`src/design/f2i8q_pkg.sv`:
```
`timescale 1ns / 1ps
// ---------------------------------------------------------------------------
// f2i8q_pkg
// types and constants shared by the float to int8 quantizer
// ---------------------------------------------------------------------------
package f2i8q_pkg;

    localparam int FRAC_BITS = 49;

    typedef struct packed {
        logic [31:0] value_bits;
        logic        last_in;
    } t_in_item;

    typedef struct packed {
        logic signed [7:0] qval;
        logic              last_out;
    } t_out_item;

    typedef enum logic [1:0] {
        REG_INV_SCALE  = 2'd0,
        REG_ZERO_POINT = 2'd1,
        REG_CLIP_LOW   = 2'd2,
        REG_CLIP_HIGH  = 2'd3
    } t_reg_idx;

    // early outcome of the product classification
    typedef enum logic [1:0] {
        CLS_NORMAL = 2'd0,
        CLS_ZERO   = 2'd1,
        CLS_Z      = 2'd2,
        CLS_SAT    = 2'd3
    } t_cls;

    function automatic logic [5:0] f_bitlen48(input logic [47:0] v);
        logic [5:0] n;
        n = '0;
        for (int i = 0; i < 48; i++) begin
            if (v[i]) begin
                n = 6'(i + 1);
            end
        end
        return n;
    endfunction

endpackage

```
`src/design/float_to_int8_affine_quantizer.sv`:
```
`timescale 1ns / 1ps
// ---------------------------------------------------------------------------
// float_to_int8_affine_quantizer
// fused zero_point + x*inv_scale, round to int, clamp to int8
// ---------------------------------------------------------------------------
// channel   | ports                                    | direction
// input     | i_start, o_busy, i_in                    | in
// result    | o_valid, o_out                           | out
// config    | psel penable pwrite paddr pwdata prdata  | in/out
//
// one item accepted every cycle; o_busy is always low
// each start transfer reaches o_valid through the register stages below
// five register stages: unpack, multiply, align/add, round, clamp
// synchronous active-low reset clears the valid chain and the config registers
// the receiver cannot stall, so nothing is held back
module float_to_int8_affine_quantizer
    import f2i8q_pkg::*;
(
    input  logic        i_clk,
    input  logic        i_rst_n,
    input  logic        i_start,
    output logic        o_busy,
    input  t_in_item    i_in,
    output logic        o_valid,
    output t_out_item   o_out,
    input  logic        psel,
    input  logic        penable,
    input  logic        pwrite,
    input  logic [3:0]  paddr,
    input  logic [31:0] pwdata,
    output logic [31:0] prdata,
    output logic        pready
);

    logic [31:0] r_inv_scale;
    logic [7:0]  r_zp, r_lo, r_hi;
    t_reg_idx    w_idx;

    assign w_idx  = t_reg_idx'(paddr[3:2]);
    assign pready = 1'b1;
    assign o_busy = 1'b0;

    // register file
    always_ff @(posedge i_clk) begin
        if (!i_rst_n) begin
            r_inv_scale <= 32'h3F80_0000;
            r_zp        <= 8'h00;
            r_lo        <= 8'h80;
            r_hi        <= 8'h7F;
        end else if (psel && penable && pwrite && pready) begin
            unique case (w_idx)
                REG_INV_SCALE:  r_inv_scale <= pwdata;
                REG_ZERO_POINT: r_zp        <= pwdata[7:0];
                REG_CLIP_LOW:   r_lo        <= pwdata[7:0];
                REG_CLIP_HIGH:  r_hi        <= pwdata[7:0];
                default:        ;
            endcase
        end
    end

    always_comb begin
        unique case (w_idx)
            REG_INV_SCALE:  prdata = r_inv_scale;
            REG_ZERO_POINT: prdata = {24'd0, r_zp};
            REG_CLIP_LOW:   prdata = {24'd0, r_lo};
            REG_CLIP_HIGH:  prdata = {24'd0, r_hi};
            default:        prdata = '0;
        endcase
    end

    f2i8q_core u_core (
        .i_clk       (i_clk),
        .i_rst_n     (i_rst_n),
        .i_valid     (i_start),
        .i_item      (i_in),
        .i_inv_scale (r_inv_scale),
        .i_zp        (r_zp),
        .i_lo        (r_lo),
        .i_hi        (r_hi),
        .o_valid     (o_valid),
        .o_item      (o_out)
    );

endmodule

```
`src/design/f2i8q_core.sv`:
```
`timescale 1ns / 1ps
// ---------------------------------------------------------------------------
// f2i8q_core
// five-stage fused multiply-add, round and clamp datapath
// ---------------------------------------------------------------------------
module f2i8q_core
    import f2i8q_pkg::*;
(
    input  logic        i_clk,
    input  logic        i_rst_n,
    input  logic        i_valid,
    input  t_in_item    i_item,
    input  logic [31:0] i_inv_scale,
    input  logic [7:0]  i_zp,
    input  logic [7:0]  i_lo,
    input  logic [7:0]  i_hi,
    output logic        o_valid,
    output t_out_item   o_item
);

    // stage 1: unpack
    logic [4:0]  r_v;
    logic        r1_last, r1_neg, r1_nan, r1_inf, r1_zero;
    logic [23:0] r1_mx, r1_ms;
    logic signed [9:0] r1_e;

    logic [7:0] w_ex, w_es;
    logic       w_xz, w_sz;
    assign w_ex = i_item.value_bits[30:23];
    assign w_es = i_inv_scale[30:23];
    assign w_xz = (w_ex != 8'hFF) && (i_item.value_bits[30:0] == '0);
    assign w_sz = (w_es != 8'hFF) && (i_inv_scale[30:0] == '0);

    always_ff @(posedge i_clk) begin
        if (!i_rst_n) r_v <= '0;
        else          r_v <= {r_v[3:0], i_valid};
    end

    always_ff @(posedge i_clk) begin
        r1_last <= i_item.last_in;
        r1_neg  <= i_item.value_bits[31] ^ i_inv_scale[31];
        r1_nan  <= (w_ex == 8'hFF && i_item.value_bits[22:0] != '0)
                || (w_es == 8'hFF && i_inv_scale[22:0] != '0)
                || (w_ex == 8'hFF && w_sz) || (w_es == 8'hFF && w_xz);
        r1_inf  <= (w_ex == 8'hFF) || (w_es == 8'hFF);
        r1_zero <= w_xz || w_sz;
        r1_mx   <= {w_ex != 0, i_item.value_bits[22:0]};
        r1_ms   <= {w_es != 0, i_inv_scale[22:0]};
        r1_e    <= $signed({2'b00, (w_ex == 0) ? 8'd1 : w_ex})
                 + $signed({2'b00, (w_es == 0) ? 8'd1 : w_es}) - 10'sd300;
    end

    // stage 2: multiply
    logic        r2_last, r2_neg, r2_nan, r2_inf, r2_zero;
    logic [47:0] r2_m;
    logic signed [9:0] r2_e;
    always_ff @(posedge i_clk) begin
        r2_last <= r1_last; r2_neg <= r1_neg; r2_nan <= r1_nan;
        r2_inf  <= r1_inf;  r2_zero <= r1_zero; r2_e <= r1_e;
        r2_m    <= r1_mx * r1_ms;
    end

    // stage 3: classify, align to 2^-49 and add zero point
    logic [5:0]        w_len;
    logic signed [10:0] w_top, w_sh;
    t_cls              w_cls;
    logic [59:0]       w_mag;
    logic signed [61:0] w_sum;
    assign w_len = f_bitlen48(r2_m);
    assign w_top = 11'(r2_e) + 11'(w_len);
    assign w_sh  = 11'(r2_e) + 11'(FRAC_BITS);

    always_comb begin
        if (r2_nan)                          w_cls = CLS_ZERO;
        else if (r2_inf)                     w_cls = CLS_SAT;
        else if (r2_zero || r2_m == '0)      w_cls = CLS_Z;
        else if (w_top <= -11'sd2)           w_cls = CLS_Z;
        else if (w_top >= 11'sd11)           w_cls = CLS_SAT;
        else                                 w_cls = CLS_NORMAL;
        // shift stays within 0..58 for normal class
        if (w_sh >= 0) w_mag = 60'(r2_m) << w_sh[5:0];
        else           w_mag = 60'(r2_m) >> (-w_sh);
        w_sum = (r2_neg ? -$signed({2'b00, w_mag}) : $signed({2'b00, w_mag}))
              + ($signed({{54{i_zp[7]}}, i_zp}) <<< FRAC_BITS);
    end

    logic        r3_last, r3_neg;
    t_cls        r3_cls;
    logic [60:0] r3_a;
    logic signed [7:0] r3_zp;
    always_ff @(posedge i_clk) begin
        r3_last <= r2_last;
        r3_cls  <= w_cls;
        r3_neg  <= (w_cls == CLS_NORMAL) ? w_sum[61] : r2_neg;
        r3_a    <= w_sum[61] ? 61'(-w_sum) : 61'(w_sum);
        r3_zp   <= i_zp;
    end

    // stage 4: round to 24 bits then to integer
    logic [5:0]  w_bl;
    logic [60:0] w_low, w_half, w_r, w_rem;
    logic [11:0] w_q;
    logic [5:0]  w_d;
    logic signed [12:0] r4_int;
    logic        r4_last;
    always_comb begin
        w_bl = 6'd0;
        for (int i = 0; i < 61; i++) if (r3_a[i]) w_bl = 6'(i + 1);
        w_r = r3_a;
        if (w_bl > 6'd24) begin
            w_d    = w_bl - 6'd24;
            w_low  = r3_a & ((61'd1 << w_d) - 61'd1);
            w_half = 61'd1 << (w_d - 6'd1);
            w_r    = r3_a >> w_d;
            if (w_low > w_half || (w_low == w_half && w_r[0])) w_r = w_r + 61'd1;
            w_r = w_r << w_d;
        end else begin
            w_d = '0; w_low = '0; w_half = '0;
        end
        w_q   = w_r[60:49];
        w_rem = {12'd0, w_r[48:0]};
        if (w_rem > (61'd1 << 48) || (w_rem == (61'd1 << 48) && w_q[0]))
            w_q = w_q + 12'd1;
    end

    // magnitude can reach 1152, so the whole quotient is kept
    always_ff @(posedge i_clk) begin
        r4_last <= r3_last;
        unique case (r3_cls)
            CLS_ZERO: r4_int <= '0;
            CLS_Z:    r4_int <= 13'(r3_zp);
            CLS_SAT:  r4_int <= r3_neg ? -13'sd4096 : 13'sd4095;
            default:  r4_int <= r3_neg ? -$signed({1'b0, w_q})
                                       : $signed({1'b0, w_q});
        endcase
    end

    // stage 5: clamp, low first then high
    logic signed [12:0] w_c;
    always_comb begin
        w_c = r4_int;
        if (w_c < 13'($signed(i_lo))) w_c = 13'($signed(i_lo));
        if (w_c > 13'($signed(i_hi))) w_c = 13'($signed(i_hi));
    end

    always_ff @(posedge i_clk) begin
        o_item.qval     <= w_c[7:0];
        o_item.last_out <= r4_last;
    end
    assign o_valid = r_v[4];

endmodule

```
`config.mk`:
```
export PLATFORM = sky130hd
export DESIGN_NAME = float_to_int8_affine_quantizer
export DESIGN_NICKNAME = d
export VERILOG_FILES = /design/src/design/f2i8q_pkg.sv /design/src/design/float_to_int8_affine_quantizer.sv /design/src/design/f2i8q_core.sv
export SDC_FILE = /design/constraint.sdc
export NUM_CORES = 2
export LEC_CHECK = 0
export BUFFER_PORTS_ARGS = -buffer_cell sky130_fd_sc_hd__buf_2
export CORE_MARGIN = 3
export CORE_UTILIZATION = 55
export DETAILED_ROUTE_END_ITERATION = 12
export PLACE_DENSITY_LB_ADDON = 0.05
export SETUP_SLACK_MARGIN = 0.2
export SYNTH_ARGS = -nofsm -noshare
export SYNTH_HDL_FRONTEND = slang
export SYNTH_SLANG_ARGS = --single-unit
```
`constraint.sdc`:
```
create_clock -name i_clk -period 25.8 [get_ports i_clk]
set_input_delay 1.29 -clock i_clk [delete_from_list [all_inputs] [get_ports i_clk]]
set_output_delay 1.29 -clock i_clk [all_outputs]
set_load 0.03 [all_outputs]
```
==> insert_results.sql <==
INSERT INTO impl_metrics (metric_group, metric, value, unit) VALUES
('yosys', 'ys_seq_elements', '283', ''),
('timing', 'clock_skew', '24.03', 'ps'),
('yosys', 'syn-instance-count', '6993', ''),
('timing', 'final_period_minus_worst_setup_slack', '18300', 'ps'),
('critical_path', 'cp_max_fo', '85', ''),
('detailed_routing', 'drt_iter0_drc', '7774', ''),
('final_layout', 'design.final.nets', '7716', ''),
('timing', 'pin_slew_with_the_least_headroom_to_its_limit', '1552', 'ps'),
('critical_path', 'critical_path.startpoint_type', 'flip-flop', ''),
('timing', 'slew_viol_final', '2', ''),
('timing', 'peak_clock_frequency_supported_by_timing', '54.63', 'MHz'),
('final_layout', 'post-route-util', '0.5913', ''),
('floorplan', 'width_of_the_die', '315.3', 'µm'),
('timing', 'setup_tns', '0', 'ps'),
('yosys', 'yosysUniqueCellTypes', '110', ''),
('critical_path', 'crit_slowest_cell', 'sky130_fd_sc_hd__nor4_1', ''),
('power_and_ir_drop', 'p_total', '7101', 'µW'),
('timing', 'hold_violations', '0', ''),
('timing', 'rsz0062_at_grt', 'false', ''),
('critical_path', 'timing.reg2reg.setup_slack', '7500', 'ps'),
('critical_path', 'cp_data_arrival_time', '18800', 'ps'),
('timing', 'relSlewSlack', '-0.03723', ''),
('clock_tree', 'clkSinkCount', '283', ''),
('clock_tree', 'insertion_delay', '610', 'ps'),
('critical_path', 'timing.rr.start', 'u_core.r3_a[14]', ''),
('critical_path', 'timing.critical_path.max_delay_family', 'simple AND/OR/NAND/NOR gates', ''),
('clock_tree', 'tritoncts', 'done', ''),
('critical_path', 'setup.worst_path.class', 'flip-flop to flip-flop', ''),
('power_and_ir_drop', 'total_leakage_power', '0.02359', 'µW'),
('floorplan', 'ios', '119', ''),
('final_layout', 'final_common_cell', 'sky130_fd_sc_hd__nand2_1', ''),
('final_layout', 'finish.cell_count_without_fillers', '8149', ''),
('placement', 'placed_cells', '8083', ''),
('floorplan', 'die_h', '315.3', 'µm'),
('final_layout', 'leading_cell_types_in_the_layout_fill_and_taps_excluded', 'sky130_fd_sc_hd__nand2_1 (966), sky130_fd_sc_hd__inv_1 (607), sky130_fd_sc_hd__fa_1 (485), sky130_fd_sc_hd__a21oi_1 (454), sky130_fd_sc_hd__nor2_1 (452)', ''),
('clock_tree', 'cts_post_setup_buffers_inserted', '0', ''),
('timing', 'setup_viol', '0', ''),
('run_status', 'status', 'finished, violations left', ''),
('detailed_routing', 'viasPerCell', '6.881', ''),
('detailed_routing', 'wl_per_cell', '29.63', 'µm'),
('run', 'timing.max_cap.violations', '1', ''),
('detailed_routing', 'num_vias', '56073', ''),
('critical_path', 'critical_path_depth', '55', ''),
('critical_path', 'rr_worst_depth', '55', ''),
('critical_path', 'worst_r2r_endpoint', 'u_core.r4_int[10]', ''),
('placement', 'gp_congestion', '1.148', ''),
('floorplan', 'initial_utilization', '0.5595', ''),
('clock_tree', 'postCtsResizedCells', '0', ''),
('clock_tree', 'cts.root.buffer_cell', 'sky130_fd_sc_hd__clkbuf_16', ''),
('placement', 'portBuffers', '114', ''),
('grt', 'pin_count_of_the_biggest_net_entering_global_routing', '104', ''),
('critical_path', 'critical_path.max_stage_delay', '1090', 'ps'),
('yosys', 'synth_flop_cell', 'sky130_fd_sc_hd__dfxtp_1', ''),
('clock_tree', 'number_of_levels_in_the_clock_h_tree', '1', ''),
('grt', 'antenna_found_initial', '25', ''),
('final_layout', 'filler_cell_count', '8552', ''),
('detailed_routing', 'ant_nets', '0', ''),
('clock_tree', 'cts.path.max_buffers', '3', ''),
('run_status', 'violations', 'max-capacitance violations, max-slew violations', ''),
('detailed_routing', 'firstDrtPassIters', '13', ''),
('floorplan', 'coreArea', '94030', 'µm²'),
('grt', 'grt_usage', '0.4776', ''),
('critical_path', 'worstSetupEndpoint', 'u_core.r4_int[10]', ''),
('min_path', 'min_path_type', 'flip-flop to flip-flop', ''),
('detailed_routing', 'number_of_remaining_drc_errors', '0', ''),
('timing', 'layout_worst_path_cycle_share', '0.7094', ''),
('yosys', 'post_synthesis_instance_area', '52610', 'µm²'),
('yosys', 'ys.warnings.count', '0', ''),
('detailed_routing', 'postRouteWirelength', '241400', 'µm'),
('final_layout', 'area_growth', '5.684', '%'),
('timing', 'worst_hold_slack', '327.8', 'ps');
[cell type report]
type | count | area [µm²] | share of cell area
timing repair buffer | 301 | 1994 | 0.03587
tap | 1254 | 1569 | 0.02822
sequential | 283 | 5670 | 0.1020
clock inverter | 14 | 135.1 | 0.002431
inverter | 611 | 2293 | 0.04125
multi-input combinational | 5636 | 43120 | 0.7756
antenna | 15 | 37.54 | 0.0006751
clock buffer | 35 | 777.0 | 0.01398
[Yosys cell counts (30+ instances only)]
master | n | area [µm²]
sky130_fd_sc_hd__nand3_1 | 204 | 1021
sky130_fd_sc_hd__a21boi_0 | 37 | 277.8
sky130_fd_sc_hd__xor2_1 | 89 | 779.5
sky130_fd_sc_hd__mux4_2 | 39 | 878.3
sky130_fd_sc_hd__nand2b_1 | 70 | 437.9
sky130_fd_sc_hd__nor2b_1 | 52 | 325.3
sky130_fd_sc_hd__buf_1 | 49 | 183.9
sky130_fd_sc_hd__nor3_1 | 163 | 815.8
sky130_fd_sc_hd__nor4_1 | 92 | 575.6
sky130_fd_sc_hd__clkbuf_1 | 384 | 1441
sky130_fd_sc_hd__o221ai_1 | 30 | 262.8
sky130_fd_sc_hd__xnor2_1 | 175 | 1533
sky130_fd_sc_hd__and2_1 | 314 | 1964
sky130_fd_sc_hd__o21bai_1 | 52 | 390.4
sky130_fd_sc_hd__mux2_2 | 36 | 405.4
sky130_fd_sc_hd__a22oi_1 | 52 | 390.4
sky130_fd_sc_hd__fa_1 | 485 | 9709
sky130_fd_sc_hd__or3_1 | 33 | 206.5
sky130_fd_sc_hd__ha_1 | 295 | 3691
sky130_fd_sc_hd__nand4_1 | 71 | 444.2
sky130_fd_sc_hd__inv_1 | 608 | 2282
sky130_fd_sc_hd__a211oi_1 | 68 | 510.5
sky130_fd_sc_hd__nand2_1 | 968 | 3633
sky130_fd_sc_hd__o21ai_0 | 339 | 1697
sky130_fd_sc_hd__o211ai_1 | 67 | 503.0
sky130_fd_sc_hd__o21a_1 | 31 | 232.7
sky130_fd_sc_hd__dfxtp_1 | 283 | 5665
sky130_fd_sc_hd__a31oi_1 | 61 | 381.6
sky130_fd_sc_hd__and3_1 | 54 | 337.8
sky130_fd_sc_hd__a21o_1 | 61 | 457.9
sky130_fd_sc_hd__mux2i_1 | 238 | 2382
sky130_fd_sc_hd__or2_2 | 30 | 187.7
sky130_fd_sc_hd__o31ai_1 | 46 | 345.3
sky130_fd_sc_hd__a21oi_1 | 456 | 2282
sky130_fd_sc_hd__nor2_1 | 460 | 1727
sky130_fd_sc_hd__o22ai_1 | 87 | 544.3
[per-layer routing]
layer  vias to the layer above  share of wire  GRT usage
met5                         -        0.00091   0.007411
met4                        16           0.11     0.4231
met3                      1405           0.12     0.1522
met2                      4048           0.43     0.7355
met1                     26585           0.33     0.5292
li1                      24019              -          -
[flip-flops by register name (all words and copies together) (netlist names), 2 cells and up]
name           flops
r_hi               8
r_inv_scale       32
r_lo               8
r_zp               8
u_core.o_item      9
u_core.r1_e       10
u_core.r1_ms      24
u_core.r1_mx      24
u_core.r2_e       10
u_core.r2_m       48
u_core.r3_a       61
u_core.r3_cls      2
u_core.r3_zp       8
u_core.r4_int     13
u_core.r_v         5
[stage by stage]
stage / setup slack, ps / instance area [µm²]
floorplan: 11060 / 52630
global placement: 8634 / 54600
detailed placement: 8509 / 54600
CTS: 8432 / 55520
global route: 7108 / 55580
finish: 7497 / 55600
[power breakdown]
| group | switching [µW] | internal (µW) |
|---|---|---|
| logic | 4100 | 1810 |
| clock network | 191 | 225 |
| registers | 231 | 540 |
[worst register-to-register path, delay by kind of cell, from the launching register on]
family,cells,cell delay [ps]
DFF,1,600
AOI/OAI and AO/OA,15,4730
buffers and inverters,9,2410
and+or+nand+nor,23,7920
muxes,3,770
xor gates and xnor gates,1,320
adders and majority gates,4,1490
[kinds of logic after synthesis]
| kind of cell | after synthesis | share of synthesized area |
|---|---|---|
| adder cells (fa/ha/maj) | 780 | 0.2547 |
| other | 2 | 0.0001428 |
| buffers and inverters | 1079 | 0.07827 |
| AO/OA/AOI/OAI | 1652 | 0.2043 |
| AND/OR/NAND/NOR | 2616 | 0.2401 |
| flip-flops | 283 | 0.1077 |
| XOR/XNOR | 266 | 0.04457 |
| multiplexers | 315 | 0.07012 |
[worst min-delay path by stage]
stage | startpoint | to | slack (ps) | depth (start not counted)
6_report | u_core.r1_neg | u_core.r2_neg | 330 | 0
5_1_grt | u_core.r4_last | u_core.o_item[0] | 340 | 0
4_1_cts | u_core.r1_neg | u_core.r2_neg | 330 | 0
3_5_place_dp | u_core.r1_neg | u_core.r2_neg | 310 | 0
3_3_place_gp | u_core.r2_last | u_core.r3_last | 310 | 0
2_1_floorplan | u_core.r4_last | u_core.o_item[0] | 310 | 0
No activity file was read; power rests on OpenSTA's default activity.
